## src/llrg_pkg.sv

```systemverilog
// Shared types, constants and helper functions for the light level ramp generator.
// Used by light_level_ramp_generator_core and its checker.
`timescale 1ns / 1ps
`default_nettype none

package llrg_pkg;

    localparam int LVL_W        = 16;
    localparam int TIME_W       = 26;
    localparam int DLY_W        = 11;
    localparam int DVS_W        = 16;
    localparam int ACT_W        = 2;
    localparam int STEP_SIZE_DEF = 255;

    localparam int IN_DATA_W  = 56;
    localparam int OUT_DATA_W = 80;

    localparam logic [ACT_W-1:0] ACT_SET  = 2'd0;
    localparam logic [ACT_W-1:0] ACT_TICK = 2'd1;
    localparam logic [ACT_W-1:0] ACT_GET  = 2'd2;
    localparam logic [ACT_W-1:0] ACT_NONE = 2'd3;

    localparam logic CFG_RANGE_MIN = 1'b0;
    localparam logic CFG_RANGE_MAX = 1'b1;

    typedef enum logic [3:0] {
        S_IDLE,
        S_STEPS,
        S_DIV,
        S_DIV_WAIT,
        S_SET_FIN,
        S_TICK,
        S_FIRE,
        S_RESP
    } t_state;

    // Zero stays zero; at or below min gives min; otherwise limit to max.
    function automatic logic [LVL_W-1:0] clamp_level(
        input logic [LVL_W-1:0] v,
        input logic [LVL_W-1:0] rmin,
        input logic [LVL_W-1:0] rmax
    );
        logic [LVL_W-1:0] res;
        if (v == '0) begin
            res = '0;
        end else if (v <= rmin) begin
            res = rmin;
        end else if (v > rmax) begin
            res = rmax;
        end else begin
            res = v;
        end
        return res;
    endfunction

endpackage

`default_nettype wire

```

## src/llrg_div.sv

```systemverilog
// Restoring bit-serial unsigned divider, one quotient bit per cycle.
// Depends on llrg_pkg only through the widths handed down by the top level.
`timescale 1ns / 1ps
`default_nettype none

module llrg_div #(
    parameter int DVD_W = 26,
    parameter int DVS_W = 16
) (
    input  wire              i_clk,
    input  wire              i_rst_n,
    input  wire              i_start,
    input  wire [DVD_W-1:0]  i_dividend,
    input  wire [DVS_W-1:0]  i_divisor,
    output logic             o_busy,
    output logic [DVD_W-1:0] o_quotient
);

    localparam int CNT_W = $clog2(DVD_W + 1);

    logic [CNT_W-1:0] r_cnt, n_cnt;
    logic [DVD_W-1:0] r_quo, n_quo;
    logic [DVS_W-1:0] r_rem, n_rem;
    logic [DVS_W-1:0] r_dvs, n_dvs;
    logic [DVS_W:0]   shifted;
    logic             fits;

    assign shifted = {r_rem, r_quo[DVD_W-1]};
    assign fits    = shifted >= {1'b0, r_dvs};

    always_comb begin
        n_cnt = r_cnt;
        n_quo = r_quo;
        n_rem = r_rem;
        n_dvs = r_dvs;
        if (i_start) begin
            n_cnt = CNT_W'(DVD_W);
            n_quo = i_dividend;
            n_rem = '0;
            n_dvs = i_divisor;
        end else if (r_cnt != '0) begin
            n_cnt = r_cnt - CNT_W'(1);
            n_quo = {r_quo[DVD_W-2:0], fits};
            n_rem = fits ? DVS_W'(shifted - {1'b0, r_dvs}) : shifted[DVS_W-1:0];
        end
    end

    always_ff @(posedge i_clk) begin
        if (!i_rst_n) begin
            r_cnt <= '0;
        end else begin
            r_cnt <= n_cnt;
        end
        r_quo <= n_quo;
        r_rem <= n_rem;
        r_dvs <= n_dvs;
    end

    assign o_busy     = r_cnt != '0;
    assign o_quotient = r_quo;

endmodule

`default_nettype wire

```

## src/light_level_ramp_generator_core.sv

```systemverilog
// Top level of the light level ramp generator: sequencer, ramp state and output register.
// Depends on llrg_pkg and llrg_div.
`timescale 1ns / 1ps
`default_nettype none

// One transaction in, at most one out; the block takes one item at a time and
// holds s_axis_tready low while it works. A get goes straight to the response
// state, a tick passes through the tick state and, when it fires a ramp step,
// the fire state; a set first takes the step count from a reciprocal multiply
// of the level gap, then the transition time goes once through the serial
// divider before the set is finished. A set with a gap below STEP_SIZE skips
// the divider. The finished result sits in an output register, so the next item
// is taken while it waits for the downstream side; a result still waiting there
// holds the block in its last state. Action code three is consumed without a
// result.
module light_level_ramp_generator_core #(
    parameter int STEP_SIZE = llrg_pkg::STEP_SIZE_DEF
) (
    input  wire                              i_clk,
    input  wire                              i_rst_n,
    // [1:0] action
    input  wire [llrg_pkg::ACT_W-1:0]        s_axis_tuser,
    // [15:0] level, [41:16] trans_time_ms, [52:42] delay_ms, [55:53] zero
    input  wire [llrg_pkg::IN_DATA_W-1:0]    s_axis_tdata,
    input  wire                              s_axis_tvalid,
    output logic                             s_axis_tready,
    // [15:0] drive_level, [16] drive_write, [32:17] now_level, [48:33] goal_level,
    // [74:49] remaining_ms, [75] ramp_done, [79:76] zero
    output logic [llrg_pkg::OUT_DATA_W-1:0]  m_axis_tdata,
    output logic                             m_axis_tvalid,
    input  wire                              m_axis_tready,
    input  wire                              i_cfg_we,
    input  wire                              i_cfg_idx,
    input  wire [llrg_pkg::LVL_W-1:0]        i_cfg_wdata
);

    localparam int LVL_W  = llrg_pkg::LVL_W;
    localparam int TIME_W = llrg_pkg::TIME_W;
    localparam int DLY_W  = llrg_pkg::DLY_W;
    localparam int DVS_W  = llrg_pkg::DVS_W;

    // gap / STEP_SIZE == (gap * ceil(2^RCP_SH / STEP_SIZE)) >> RCP_SH for any 16-bit gap
    localparam int     RCP_SH  = LVL_W + $clog2(STEP_SIZE);
    localparam int     RCP_W   = LVL_W + 1;
    localparam int     PROD_W  = RCP_SH + LVL_W;
    localparam longint RCP_VAL = ((longint'(1) <<< RCP_SH) + longint'(STEP_SIZE) - 1)
                                 / longint'(STEP_SIZE);
    localparam logic [RCP_W-1:0] STEP_RCP = RCP_W'(RCP_VAL);

    llrg_pkg::t_state r_state, n_state;

    logic [llrg_pkg::ACT_W-1:0] r_act;
    logic [LVL_W-1:0]  r_lvl, r_now, r_goal, r_rmin, r_rmax, r_steps;
    logic [TIME_W-1:0] r_ttime, r_period, r_tleft, r_wait;
    logic [DLY_W-1:0]  r_delay;
    logic              r_active, r_wrote, r_done;
    logic              r_out_valid;
    logic [llrg_pkg::OUT_DATA_W-1:0] r_out_data;

    logic              in_fire, out_load, div_start, div_busy;
    logic [TIME_W-1:0] div_dvd, div_quo, tleft_sub;
    logic [DVS_W-1:0]  div_dvs;
    logic [LVL_W-1:0]  gap_set, gap_goal, drive_val, now_out, steps_calc;
    logic [PROD_W-1:0] step_prod;
    logic              fire_end;

    assign in_fire  = s_axis_tvalid && s_axis_tready;
    assign gap_set  = (r_lvl > r_now) ? r_lvl - r_now : r_now - r_lvl;
    assign gap_goal = (r_goal > r_now) ? r_goal - r_now : r_now - r_goal;
    assign tleft_sub = (r_tleft > r_period) ? r_tleft - r_period : '0;
    assign fire_end = (r_tleft <= r_period) || (gap_goal <= LVL_W'(STEP_SIZE));

    assign step_prod  = PROD_W'(gap_set) * PROD_W'(STEP_RCP);
    assign steps_calc = step_prod[RCP_SH +: LVL_W];

    // Serial divider: transition time by the step count.
    assign div_dvd = r_ttime;
    assign div_dvs = r_steps;

    llrg_div #(
        .DVD_W (TIME_W),
        .DVS_W (DVS_W)
    ) u_div (
        .i_clk      (i_clk),
        .i_rst_n    (i_rst_n),
        .i_start    (div_start),
        .i_dividend (div_dvd),
        .i_divisor  (div_dvs),
        .o_busy     (div_busy),
        .o_quotient (div_quo)
    );

    // Next state
    always_comb begin
        n_state = r_state;
        unique case (r_state)
            llrg_pkg::S_IDLE: begin
                if (in_fire) begin
                    case (s_axis_tuser)
                        llrg_pkg::ACT_SET:  n_state = llrg_pkg::S_STEPS;
                        llrg_pkg::ACT_TICK: n_state = llrg_pkg::S_TICK;
                        llrg_pkg::ACT_GET:  n_state = llrg_pkg::S_RESP;
                        default:            n_state = llrg_pkg::S_IDLE;
                    endcase
                end
            end
            llrg_pkg::S_STEPS: begin
                n_state = (steps_calc == '0) ? llrg_pkg::S_SET_FIN : llrg_pkg::S_DIV;
            end
            llrg_pkg::S_DIV:  n_state = llrg_pkg::S_DIV_WAIT;
            llrg_pkg::S_DIV_WAIT: begin
                if (!div_busy) begin
                    n_state = llrg_pkg::S_SET_FIN;
                end
            end
            llrg_pkg::S_SET_FIN: n_state = llrg_pkg::S_RESP;
            llrg_pkg::S_TICK: begin
                if (r_active && r_wait <= TIME_W'(1)) begin
                    n_state = llrg_pkg::S_FIRE;
                end else begin
                    n_state = llrg_pkg::S_RESP;
                end
            end
            llrg_pkg::S_FIRE: n_state = llrg_pkg::S_RESP;
            llrg_pkg::S_RESP: begin
                if (!r_out_valid || m_axis_tready) begin
                    n_state = llrg_pkg::S_IDLE;
                end
            end
            default: n_state = llrg_pkg::S_IDLE;
        endcase
    end

    // State outputs
    always_comb begin
        s_axis_tready = 1'b0;
        div_start     = 1'b0;
        out_load      = 1'b0;
        unique case (r_state)
            llrg_pkg::S_IDLE:  s_axis_tready = 1'b1;
            llrg_pkg::S_DIV:   div_start = 1'b1;
            llrg_pkg::S_RESP:  out_load = !r_out_valid || m_axis_tready;
            default: begin
                s_axis_tready = 1'b0;
            end
        endcase
    end

    always_ff @(posedge i_clk) begin
        if (!i_rst_n) begin
            r_state  <= llrg_pkg::S_IDLE;
            r_now    <= '0;
            r_goal   <= '0;
            r_period <= '0;
            r_tleft  <= '0;
            r_wait   <= '0;
            r_active <= 1'b0;
            r_rmin   <= LVL_W'(1);
            r_rmax   <= '1;
        end else begin
            r_state <= n_state;
            if (i_cfg_we) begin
                case (i_cfg_idx)
                    llrg_pkg::CFG_RANGE_MIN: r_rmin <= i_cfg_wdata;
                    default:                 r_rmax <= i_cfg_wdata;
                endcase
            end
            case (r_state)
                llrg_pkg::S_STEPS: begin
                    if (steps_calc == '0) begin
                        r_period <= '0;
                    end
                end
                llrg_pkg::S_DIV_WAIT: begin
                    if (!div_busy) begin
                        r_period <= div_quo;
                    end
                end
                llrg_pkg::S_SET_FIN: begin
                    r_goal   <= r_lvl;
                    r_tleft  <= r_ttime;
                    r_wait   <= TIME_W'(r_delay);
                    r_active <= 1'b1;
                end
                llrg_pkg::S_TICK: begin
                    if (r_active) begin
                        if (r_wait > TIME_W'(1)) begin
                            r_wait <= r_wait - TIME_W'(1);
                        end else begin
                            r_tleft <= tleft_sub;
                        end
                    end
                end
                llrg_pkg::S_FIRE: begin
                    if (fire_end) begin
                        r_now    <= r_goal;
                        r_tleft  <= '0;
                        r_active <= 1'b0;
                        r_wait   <= '0;
                    end else begin
                        if (r_goal > r_now) begin
                            r_now <= r_now + LVL_W'(STEP_SIZE);
                        end else begin
                            r_now <= r_now - LVL_W'(STEP_SIZE);
                        end
                        r_wait <= r_period;
                    end
                end
                default: begin
                    r_wait <= r_wait;
                end
            endcase
        end
    end

    // Item fields and per-item flags
    always_ff @(posedge i_clk) begin
        if (in_fire) begin
            r_act   <= s_axis_tuser;
            r_lvl   <= s_axis_tdata[15:0];
            r_ttime <= s_axis_tdata[41:16];
            r_delay <= s_axis_tdata[52:42];
            r_wrote <= 1'b0;
            r_done  <= 1'b0;
        end else if (r_state == llrg_pkg::S_TICK && r_active && r_wait <= TIME_W'(1)) begin
            r_wrote <= 1'b1;
        end else if (r_state == llrg_pkg::S_FIRE) begin
            r_done <= fire_end;
        end
        if (r_state == llrg_pkg::S_STEPS) begin
            r_steps <= steps_calc;
        end
    end

    assign drive_val = llrg_pkg::clamp_level(r_now, r_rmin, r_rmax);

    always_comb begin
        case (r_act)
            llrg_pkg::ACT_SET:  now_out = (r_ttime != '0) ? r_now : r_goal;
            llrg_pkg::ACT_TICK: now_out = r_now;
            default:            now_out = drive_val;
        endcase
    end

    // Output register: hold the transaction until the downstream side takes it.
    always_ff @(posedge i_clk) begin
        if (!i_rst_n) begin
            r_out_valid <= 1'b0;
        end else if (out_load) begin
            r_out_valid <= 1'b1;
        end else if (m_axis_tready) begin
            r_out_valid <= 1'b0;
        end
        if (out_load) begin
            r_out_data <= {4'b0, r_done, r_tleft, r_goal, now_out, r_wrote, drive_val};
        end
    end

    assign m_axis_tvalid = r_out_valid;
    assign m_axis_tdata  = r_out_data;

endmodule

`default_nettype wire

```

## config.mk

```make
export PLATFORM = sky130hd
export DESIGN_NAME = light_level_ramp_generator_core
export DESIGN_NICKNAME = d
export VERILOG_FILES = /design/src/llrg_pkg.sv /design/src/llrg_div.sv /design/src/light_level_ramp_generator_core.sv
export SDC_FILE = /design/constraint.sdc
export NUM_CORES = 1
export LEC_CHECK = 0
export BUFFER_PORTS_ARGS = -buffer_cell sky130_fd_sc_hd__buf_4
export CORE_MARGIN = 2
export CORE_UTILIZATION = 30
export CTS_CLUSTER_SIZE = 16
export DETAILED_ROUTE_END_ITERATION = 8
export PLACE_DENSITY = 0.58
export SYNTH_ARGS = -nofsm -noshare
export SYNTH_HDL_FRONTEND = slang
export SYNTH_SLANG_ARGS = --single-unit
```

## constraint.sdc

```tcl
create_clock -name i_clk -period 6.4 [get_ports i_clk]
set_clock_uncertainty 0.1 [all_clocks]
set_input_delay 1.28 -clock i_clk [delete_from_list [all_inputs] [get_ports i_clk]]
set_output_delay 1.28 -clock i_clk [all_outputs]
set_load 0.005 [all_outputs]
```

==> results by group, run 1 <==
Logic synthesis
  – EDFF count, synth: 175
  – Count of warnings emitted by yosys: 0
  – Top cell type by total area after synthesis: edfxtp_1
  – Proportion of synthesized chip area in sequential cells: 39.44%
  – Distinct cell type count after synthesis: 86
  – Top-area cell type share of the netlist area: 23.94%
  – Synth Cell Area: 0.02195 sq mm
  – Share of synthesized flip-flops with an asynchronous set or reset: 0%
  – Cell count after synthesis: 2381
  – Top flip-flop cell by instance count after synthesis: edfxtp_1
  – Synth Area per Inst: 9.219 sq um
  – Largest cells by area after synthesis: edfxtp_1, dfxtp_1, ha_1
  – Register bit total from synthesis: 345

Routing
  – First DRT Iteration DRCs: 1479
  – Antenna-violating nets left: 0
  – Remaining design rule violation count: 0
  – Mean number of vias per cell: 5.207
  – Detailed Routing Iterations Pass 1: 5
  – Wirelength per Cell: 18.53 microns
  – Routed WL: 66550 microns
  – Via count: 18700

Critical path
  – Required time of the critical path: 6.74 ns
  – Crit path buffers/inverters: 6
  – Crit-path leading delay family: compound AO/OA/AOI/OAI gates
  – FF-to-FF Start: r_lvl[0]
  – WS Path Type: reg2reg
  – Max stage delay cell, worst path: or4_4
  – Critical path capture point type: flop
  – Arr. time, crit path: 7.00 ns
  – Worst-path maximum fanout: 6
  – Maximum cell stage delay along the critical path: 0.53 ns
  – Startpoint Class: flop
  – Crit. Startpoint: r_lvl[0]

STA
  – PnR worst setup slack: -0.2652 ns
  – Clock period minus final worst setup slack: 6.665 ns
  – Max-slew violations: 0
  – Unrepaired setup endpoints after global routing: true
  – Worst-Margin Slew: 1.211 ns
  – Final setup violating endpoints: 28
  – Slew Limit Headroom: 19.06%
  – Maximum operating frequency: 150.0 MHz
  – Final hold violation count: 0
  – Final period utilization: 104.1%
  – Smallest hold slack: 0.3172 ns
  – Total Negative Setup Slacks: -5.798 ns

Hold path
  – Worst min-delay path startpoint: div_dvs[2]
  – Tightest Hold Check Type: reg2reg

Clock network
  – Clock-pin slew reported for the worst setup and hold paths after clock tree synthesis: 0.06 ns
  – Number of hold buffers added after cts: 0
  – Number of clock sinks: 345
  – CTS tree: done
  – Htree depth: 2
  – CTS root buffer: clkbuf_16
  – Number of buffers created by CTS: 40
  – Worst-skew pair later-pin latency: 0.58 ns
  – Bufs on Longest Clock Path: 3

Finish
  – Number of nets in the layout: 2885
  – Sequential cell area: 0.008660 sq mm
  – Total area of multi-input combinational cells: 0.01247 sq mm
  – Share of cells above drive strength 1: 18.01%
  – Number of standard cells in the final layout excluding fillers: 3592
  – Number of filler cells placed in the layout: 7450
  – Area grow syn2layout: 21.40%

Place
  – Placed insts: 3503
  – HPWL after detailed placement: 48760 microns
  – Port buffer count: 154
  – Post-placement worst setup slack: -0.3204 ns
  – Global placement routability congestion: 0.9009

Floorplanning
  – Die height: 274.5 microns
  – Starting utilization of the core area: 30.19%
  – Die extent in x: 274.5 microns
  – Total die area: 0.07535 sq mm
  – Site row count: 99
  – Total core area: 0.07271 sq mm
  – Count of boundary I/O pins: 162

Status
  – Status: finished, violations left
  – Failing checks: negative setup slack

Global route
  – Initial antenna violation count: 0
  – Maximum number of pins on one net before global-route repair: 65
  – First-pass GRT wire length: 102700 microns
  – Combined global-route utilization of all metal layers: 17.34%
  – Leftover overflow at the end of global routing: 0
  – Via count of the first global-routing pass: 17970

Run
  – Number of violations of the max-capacitance limit: 0
[stage by stage]
| stage | area [sq um] | util [%] |
|---|---|---|
| after floorplan | 22010 | - |
| after global placement | 24840 | 34.16 |
| after detailed placement | 24840 | 34.16 |
| after CTS | 26550 | 36.52 |
| after global routing | 26650 | 36.65 |
| final | 26650 | 36.65 |
[metal layers]
| layer | GRT usage (%) | routed length (microns) |
|---|---|---|
| met5 | 0 | 0 |
| met4 | 5.077 | 1705 |
| met2 | 28.60 | 31310 |
| met3 | 3.065 | 3742 |
| met1 | 23.14 | 29790 |
[logic make-up (layout without fill, tap and decap cells)]
logic type | after synthesis | count (layout) | share of synthesized area [%]
buffers and inverters | 287 | 535 | 5.210
other | 1 | 5 | 0.01708
multiplexers | 71 | 71 | 3.266
AND/OR/NAND/NOR | 702 | 702 | 15.10
adder cells (fa/ha/maj) | 205 | 205 | 11.92
AO/OA/AOI/OAI | 675 | 675 | 21.08
XOR/XNOR | 95 | 95 | 3.956
flip-flops | 345 | 345 | 39.44
[placed cells by master (no fill, tap or decap), drive strengths merged, types with 13 or more instances in the layout]
cell type  netlist  final
nor2b           19     19
a221o           22     22
clkbuf          90     55
nand3           59     59
buf             29    293
dfxtp          170    170
a211oi          40     40
a21o            38     38
a21oi          213    213
nand2b          16     16
and2            14     14
inv            168    169
a31oi           26     26
ha             198    198
nor4            25     25
o211ai          68     68
or3             15     15
o21ai          100    100
nor3            37     37
and3            32     32
nor2           169    169
o21a            21     21
xnor2           60     60
o31ai           13     13
nand2          249    249
nand4           23     23
mux2i           66     66
xor2            34     34
a31o            17     17
a22oi           43     43
edfxtp         175    175
[sequential cells by signal, indices dropped and copies added (netlist names), 26 cells and up]
register          flops
div_dvd              26
m_axis_tdata         76
r_period             26
r_tleft              26
r_wait               26
u_div.o_quotient     26
[worst paths after layout]
path	endpoint	slack (ns)	cells past startpoint
hold / removal	u_div.r_dvs[2]	0.32	0
hold reg to reg	u_div.r_dvs[2]	0.32	0
setup reg to reg	r_period[25]	-0.27	31
setup / recovery	r_period[25]	-0.27	31
[area by class of cell]
cell class / count / share of cell area [%]
repair buffers: 293 / 8.658
clock inverters: 19 / 0.9296
inverters: 168 / 2.371
well taps: 959 / 4.503
flip-flops and latches: 345 / 32.49
clock buffers: 55 / 4.240
multi-input cells: 1752 / 46.80
diodes: 1 / 0.009390
[synthesized netlist by cell type (47+ instances only)]
library cell and number:
a21oi_1 212, xnor2_1 58, o21ai_0 95, edfxtp_1 175
ha_1 198, dfxtp_1 170, nor2_1 168, nand2_1 249
inv_1 166, nand3_1 59, o211ai_1 47, clkbuf_1 89
mux2i_1 66
[what timing repair did]
item | in CTS | in global routing
pin swaps | 30 | 14
setup endpoints to repair | 30 | 33
cloned | 2 | 0
gates resized for setup | 31 | 18
setup buffers | 9 | 3
hold endpoints to repair | 0 | 0
Power of run 1 is left out: the tool's default activity adds up to more than one toggle a clock period on the data nets, which glitch-free logic cannot reach.
==> run 2: changes to the inputs <==
Settings changed: BUFFER_PORTS_ARGS -buffer_cell sky130_fd_sc_hd__buf_4 to -buffer_cell sky130_fd_sc_hd__buf_2, CAP_MARGIN from default to 20.
==> results by group, run 2 (synthesized netlist as in run 1, its figures left out) <==
Place
  – Instance area at placement: 0.02456 sq mm (was 0.02484 sq mm)
  – Port buffer count: 154 (unchanged)
  – Placed insts: 3515 (was 3503)
  – Global placement routability congestion: 0.9014 (was 0.9009)
  – HPWL after detailed placement: 48840 microns (was 48760 microns)

STA
  – Slew Limit Headroom: 27.35% (was 19.06%)
  – PnR worst setup slack: -0.2393 ns (was -0.2652 ns)
  – Worst-Margin Slew: 1.080 ns (was 1.211 ns)
  – Final setup violating endpoints: 30 (was 28)
  – Maximum operating frequency: 150.6 MHz (was 150.0 MHz)
  – Unrepaired setup endpoints after global routing: true (unchanged)
  – Clock period minus final worst setup slack: 6.639 ns (was 6.665 ns)
  – Final hold violation count: 0 (unchanged)
  – Smallest hold slack: 0.3145 ns (was 0.3172 ns)
  – Max-slew violations: 0 (unchanged)
  – Final period utilization: 103.7% (was 104.1%)

Routing
  – Remaining design rule violation count: 0 (unchanged)
  – Via count: 18650 (was 18700)
  – Antenna-violating nets left: 0 (unchanged)
  – Routed WL: 66880 microns (was 66550 microns)
  – First DRT Iteration DRCs: 1515 (was 1479)
  – Detailed Routing Iterations Pass 1: 5 (unchanged)
  – Wirelength per Cell: 18.54 microns (was 18.53 microns)
  – Mean number of vias per cell: 5.170 (was 5.207)

Hold path
  – Worst min-delay path startpoint: div_dvs[8] (was div_dvs[2])
  – Tightest Hold Check Type: reg2reg (unchanged)
  – End point of the worst hold path: u_div.r_dvs[8] (was u_div.r_dvs[2])
  – Number of instances on the worst hold path: 0 (unchanged)

Clock network
  – Number of buffers created by CTS: 40 (unchanged)
  – Bufs on Longest Clock Path: 3 (unchanged)
  – Number of clock sinks: 345 (unchanged)
  – Htree depth: 2 (unchanged)
  – Clock-pin slew reported for the worst setup and hold paths after clock tree synthesis: 0.06 ns (about the same)
  – Number of hold buffers added after cts: 0 (unchanged)
  – CTS root buffer: clkbuf_16 (unchanged)
  – CTS tree: done (unchanged)
  – Worst-skew pair later-pin latency: 0.58 ns (about the same)

Critical path
  – Critical path capture point type: flop (unchanged)
  – FF-to-FF Start: r_lvl[0] (unchanged)
  – Required time of the critical path: 6.75 ns (was 6.74 ns)
  – Max stage delay cell, worst path: or4_4 (unchanged)
  – Worst r2r dst: r_period[19] (was r_period[25])
  – Cell count of the worst reg-to-reg path: 31 (unchanged)
  – Maximum cell stage delay along the critical path: 0.58 ns (was 0.53 ns)
  – Worst-path maximum fanout: 5 (was 6)
  – WS Path Type: reg2reg (unchanged)
  – Arr. time, crit path: 6.99 ns (was 7.00 ns)
  – Startpoint Class: flop (unchanged)
  – Setup slack on the worst flop-to-flop path: -0.24 ns (was -0.27 ns)

Finish
  – Share of cells above drive strength 1: 18.54% (was 18.01%)
  – Final cell area excluding filler cells: 0.02649 sq mm (was 0.02665 sq mm)
  – Commonest non-fill, non-tap cell in the layout: nand2_1 (was buf_4)
  – Number of nets in the layout: 2901 (was 2885)
  – Max reg flops: 76 (unchanged)
  – Number of filler cells placed in the layout: 7388 (was 7450)
  – Number of standard cells in the final layout excluding fillers: 3607 (was 3592)
  – Number of diodes: 0 (was 1)
  – Area grow syn2layout: 20.67% (was 21.40%)
  – Finished Core Util: 36.43% (was 36.65%)
  – Leading cell types in the layout, fill and taps excluded: nand2_1, a21oi_1, ha_1 (was buf_4, nand2_1, a21oi_1)
  – Sequential cell area: 0.008660 sq mm (unchanged)
  – Total area of multi-input combinational cells: 0.01246 sq mm (was 0.01247 sq mm)

Floorplanning
  – Starting utilization of the core area: 30.19% (unchanged)
  – Count of boundary I/O pins: 162 (unchanged)
  – Site row count: 99 (unchanged)
  – Die height: 274.5 microns (unchanged)
  – Total core area: 0.07271 sq mm (unchanged)
  – Die extent in x: 274.5 microns (unchanged)
  – Total die area: 0.07535 sq mm (unchanged)

Global route
  – Via count of the first global-routing pass: 17780 (was 17970)
  – First-pass GRT wire length: 102500 microns (was 102700 microns)
  – Initial antenna violation count: 1 (was 0)
  – Leftover overflow at the end of global routing: 0 (unchanged)
  – Maximum number of pins on one net before global-route repair: 65 (unchanged)
  – Combined global-route utilization of all metal layers: 17.38% (was 17.34%)

Run
  – Number of violations of the max-capacitance limit: 0 (unchanged)

Status
  – Status: finished, violations left (unchanged)
  – Failing checks: negative setup slack (unchanged)
==> run 2: cell type report <==
cell class	count	share of cell area, %
Tap cell	959	4.530
Multi-Input combinational cell	1752	47.03
Timing Repair Buffer	309	8.030
Clock inverter	23	1.242
Sequential cell	345	32.69
Clock buffer	51	4.090
Inverter	168	2.385
==> run 2: how the worst max path moves through the flow <==
stage                     startpoint      endpoint  slack, ns  cells after the start
after floorplan             r_lvl[0]   r_period[0]      0.007                     29
after global placement      r_lvl[0]  r_period[13]      -0.28                     29
after detailed placement    r_lvl[0]   r_period[7]      -0.29                     29
after CTS                   r_lvl[0]  r_period[22]      -0.21                     29
after global routing        r_lvl[0]  r_period[22]      -0.54                     30
final                       r_lvl[0]  r_period[19]      -0.24                     31
==> run 2: what timing repair did <==
item	in CTS	in global routing
resized for setup	24	20
setup endpoints to repair	31	33
pin swaps	71	71
setup buffers	8	5
gates cloned	6	0
==> run 2: stage by stage <==
step	worst slack (ns)	TNS, ns
2_1_floorplan	0.007068	0
3_3_place_gp	-0.2821	-7.501
3_5_place_dp	-0.2868	-7.528
4_1_cts	-0.2097	-5.476
5_1_grt	-0.5368	-15.46
6_report	-0.2393	-5.730
==> run 2: routing by layer <==
layer  vias to the layer above  share of wire [%]  track usage (%)
met1                      8887                 45            23.35
met4                         0                2.4            5.006
met2                       493                 47            28.78
met3                        82                5.7            2.715
li1                       9185                  -                -
met5                         -                  0                0
==> run 2: worst max-delay path: cells and delay by family (launching register included) <==
kind | cells | cell delay [ns]
adder cells (fa/ha/maj) | 6 | 1.63
AND/OR/NAND/NOR | 5 | 0.97
AO/OA/AOI/OAI | 11 | 2.26
multiplexers | 2 | 0.16
XOR/XNOR | 2 | 0.40
flip-flops | 1 | 0.39
buffers and inverters | 5 | 0.60
Power of run 2 is left out for the same reason.
==> run 3: changes to the inputs <==
Settings changed: GPL_TIMING_DRIVEN from default to 1, SETUP_SLACK_MARGIN from default to 0.5, TNS_END_PERCENT from default to 20.
==> results by group, run 3 (synthesized netlist as in run 1, its figures left out) <==
Status
  – Status: finished, violations left (unchanged)
  – Failing checks: negative setup slack (unchanged)

Global route
  – M1 GR Usage: 24.20% (was 23.35%)
  – GRT met3 Usage: 2.540% (was 2.715%)
  – Via count of the first global-routing pass: 17420 (was 17780)
  – Leftover overflow at the end of global routing: 0 (unchanged)
  – Met2 demand-to-capacity share in global routing: 27.01% (was 28.78%)
  – Combined global-route utilization of all metal layers: 17.27% (was 17.38%)
  – Maximum number of pins on one net before global-route repair: 66 (was 65)
  – Busiest layer in global routing: met2 (unchanged)
  – Initial antenna violation count: 3 (was 1)
  – First-pass GRT wire length: 101900 microns (was 102500 microns)

STA
  – Final hold violation count: 0 (unchanged)
  – Total Negative Setup Slacks: -4.538 ns (was -5.730 ns)
  – Unrepaired setup endpoints after global routing: true (unchanged)
  – PnR worst setup slack: -0.2093 ns (was -0.2393 ns)
  – Worst-Margin Slew: 1.071 ns (was 1.080 ns)
  – Max-slew violations: 0 (unchanged)
  – Final period utilization: 103.3% (was 103.7%)
  – Slew Limit Headroom: 27.96% (was 27.35%)
  – Final setup violating endpoints: 28 (was 30)
  – Maximum operating frequency: 151.3 MHz (was 150.6 MHz)
  – Clock period minus final worst setup slack: 6.609 ns (was 6.639 ns)

Routing
  – Wirelength per Cell: 18.52 microns (was 18.54 microns)
  – Routed WL: 66430 microns (was 66880 microns)
  – First DRT Iteration DRCs: 1474 (was 1515)
  – Remaining design rule violation count: 0 (unchanged)
  – Antenna-violating nets left: 0 (unchanged)
  – Detailed Routing Iterations Pass 1: 5 (unchanged)
  – Mean number of vias per cell: 5.192 (was 5.170)
  – Via count: 18630 (was 18650)

Finish
  – Max reg flops: 76 (unchanged)
  – Number of filler cells placed in the layout: 7410 (was 7388)
  – Leading cell types in the layout, fill and taps excluded: nand2_1, a21oi_1, ha_1 (unchanged)
  – Number of nets in the layout: 2883 (was 2901)
  – Number of diodes: 0 (unchanged)
  – Area grow syn2layout: 18.65% (was 20.67%)
  – Number of standard cells in the final layout excluding fillers: 3588 (was 3607)
  – Commonest non-fill, non-tap cell in the layout: nand2_1 (unchanged)
  – Share of cells above drive strength 1: 17.65% (was 18.54%)
  – Final cell area excluding filler cells: 0.02605 sq mm (was 0.02649 sq mm)

Clock network
  – Clock-pin slew reported for the worst setup and hold paths after clock tree synthesis: 0.06 ns (about the same)
  – Number of clock sinks: 345 (unchanged)
  – CTS tree: done (unchanged)
  – Htree depth: 2 (unchanged)
  – Number of buffers created by CTS: 40 (unchanged)
  – Worst-skew pair later-pin latency: 0.57 ns (was 0.58 ns)
  – CTS root buffer: clkbuf_16 (unchanged)
  – Bufs on Longest Clock Path: 3 (unchanged)
  – Number of hold buffers added after cts: 0 (unchanged)

Critical path
  – Worst-path maximum fanout: 9 (was 5)
  – Required time of the critical path: 6.70 ns (was 6.75 ns)
  – Arr. time, crit path: 6.91 ns (was 6.99 ns)
  – WS Path Type: reg2reg (unchanged)
  – Critical path capture point type: flop (unchanged)
  – Most frequent cell on the critical path: ha_1
  – Maximum cell stage delay along the critical path: 0.54 ns (was 0.58 ns)
  – Startpoint Class: flop (unchanged)
  – Max stage delay cell, worst path: or4_4 (unchanged)

Floorplanning
  – Total core area: 0.07271 sq mm (unchanged)
  – Starting utilization of the core area: 30.19% (unchanged)
  – Die extent in x: 274.5 microns (unchanged)
  – Die height: 274.5 microns (unchanged)
  – Count of boundary I/O pins: 162 (unchanged)
  – Total die area: 0.07535 sq mm (unchanged)
  – Site row count: 99 (unchanged)

Run
  – Number of violations of the max-capacitance limit: 0 (unchanged)

Place
  – Post-placement worst setup slack: -0.2871 ns (was -0.2868 ns)
  – Placed insts: 3507 (was 3515)
  – Instance area at placement: 0.02457 sq mm (was 0.02456 sq mm)
  – Global placement routability congestion: 0.8934 (was 0.9014)
  – HPWL after detailed placement: 48410 microns (was 48840 microns)
  – Port buffer count: 154 (unchanged)

Hold path
  – Tightest Hold Check Type: reg2reg (unchanged)
[run 3: cell count changes in the layout (fill, tap and decap cells not counted), moves of 4 or more]
cell        change
a21oi_1         +4
a21oi_2         -7
buf_16          -6
buf_4          -15
bufinv_16       -6
clkinvlp_4      +4
ha_1            +4
ha_4            -6
[run 3: repair_timing]
item                       in CTS  in global routing
buffers inserted                2                  0
setup endpoints to repair      36                 37
cloned                          0                  2
pin swaps                      14                 31
gates resized for setup        11                  9
[run 3: cell type report]
cell class              instances  area, sq um  share of cell area (%)
clock buffers                  51         1084                   4.160
clock inverters                22        171.4                  0.6581
inverters                     168        631.9                   2.426
multi-input cells            1752        12390                   47.58
flip-flops and latches        345         8660                   33.25
well taps                     959         1200                   4.607
repair buffers                291         1906                   7.316
[run 3: path summary, 6_finish.rpt]
kind                                       end       start  depth (start not counted)  slack (ns)
worst max-delay path              r_period[20]    r_lvl[0]                         28       -0.21
worst min-delay path            u_div.r_dvs[6]  div_dvs[6]                          0        0.32
worst max register to register    r_period[20]    r_lvl[0]                         28       -0.21
worst min register to register  u_div.r_dvs[6]  div_dvs[6]                          0        0.32
[run 3: critical path: cells and delay by family (launching register included)]
kind | cells | cell delay (ns)
buf+inv | 3 | 0.33
flops | 1 | 0.39
compound gates | 13 | 2.65
simple gates | 2 | 0.60
mux | 2 | 0.24
xor+xnor | 1 | 0.18
fa+ha+maj | 7 | 1.92
[run 3: through the flow]
step	util, %	hold WS (ns)
final	35.82	0.3171
after global routing	35.82	0.3260
after CTS	35.61	0.3203
after detailed placement	33.79	0.3071
after global placement	33.78	0.3021
after floorplan	-	0.3003
[run 3: per-layer routing]
metal | wire [microns] | part of all wire [%]
met5 | 0 | 0
met4 | 2067 | 3.1
met3 | 3339 | 5.0
met2 | 29610 | 45
met1 | 31420 | 47
Power of run 3 is left out for the same reason.
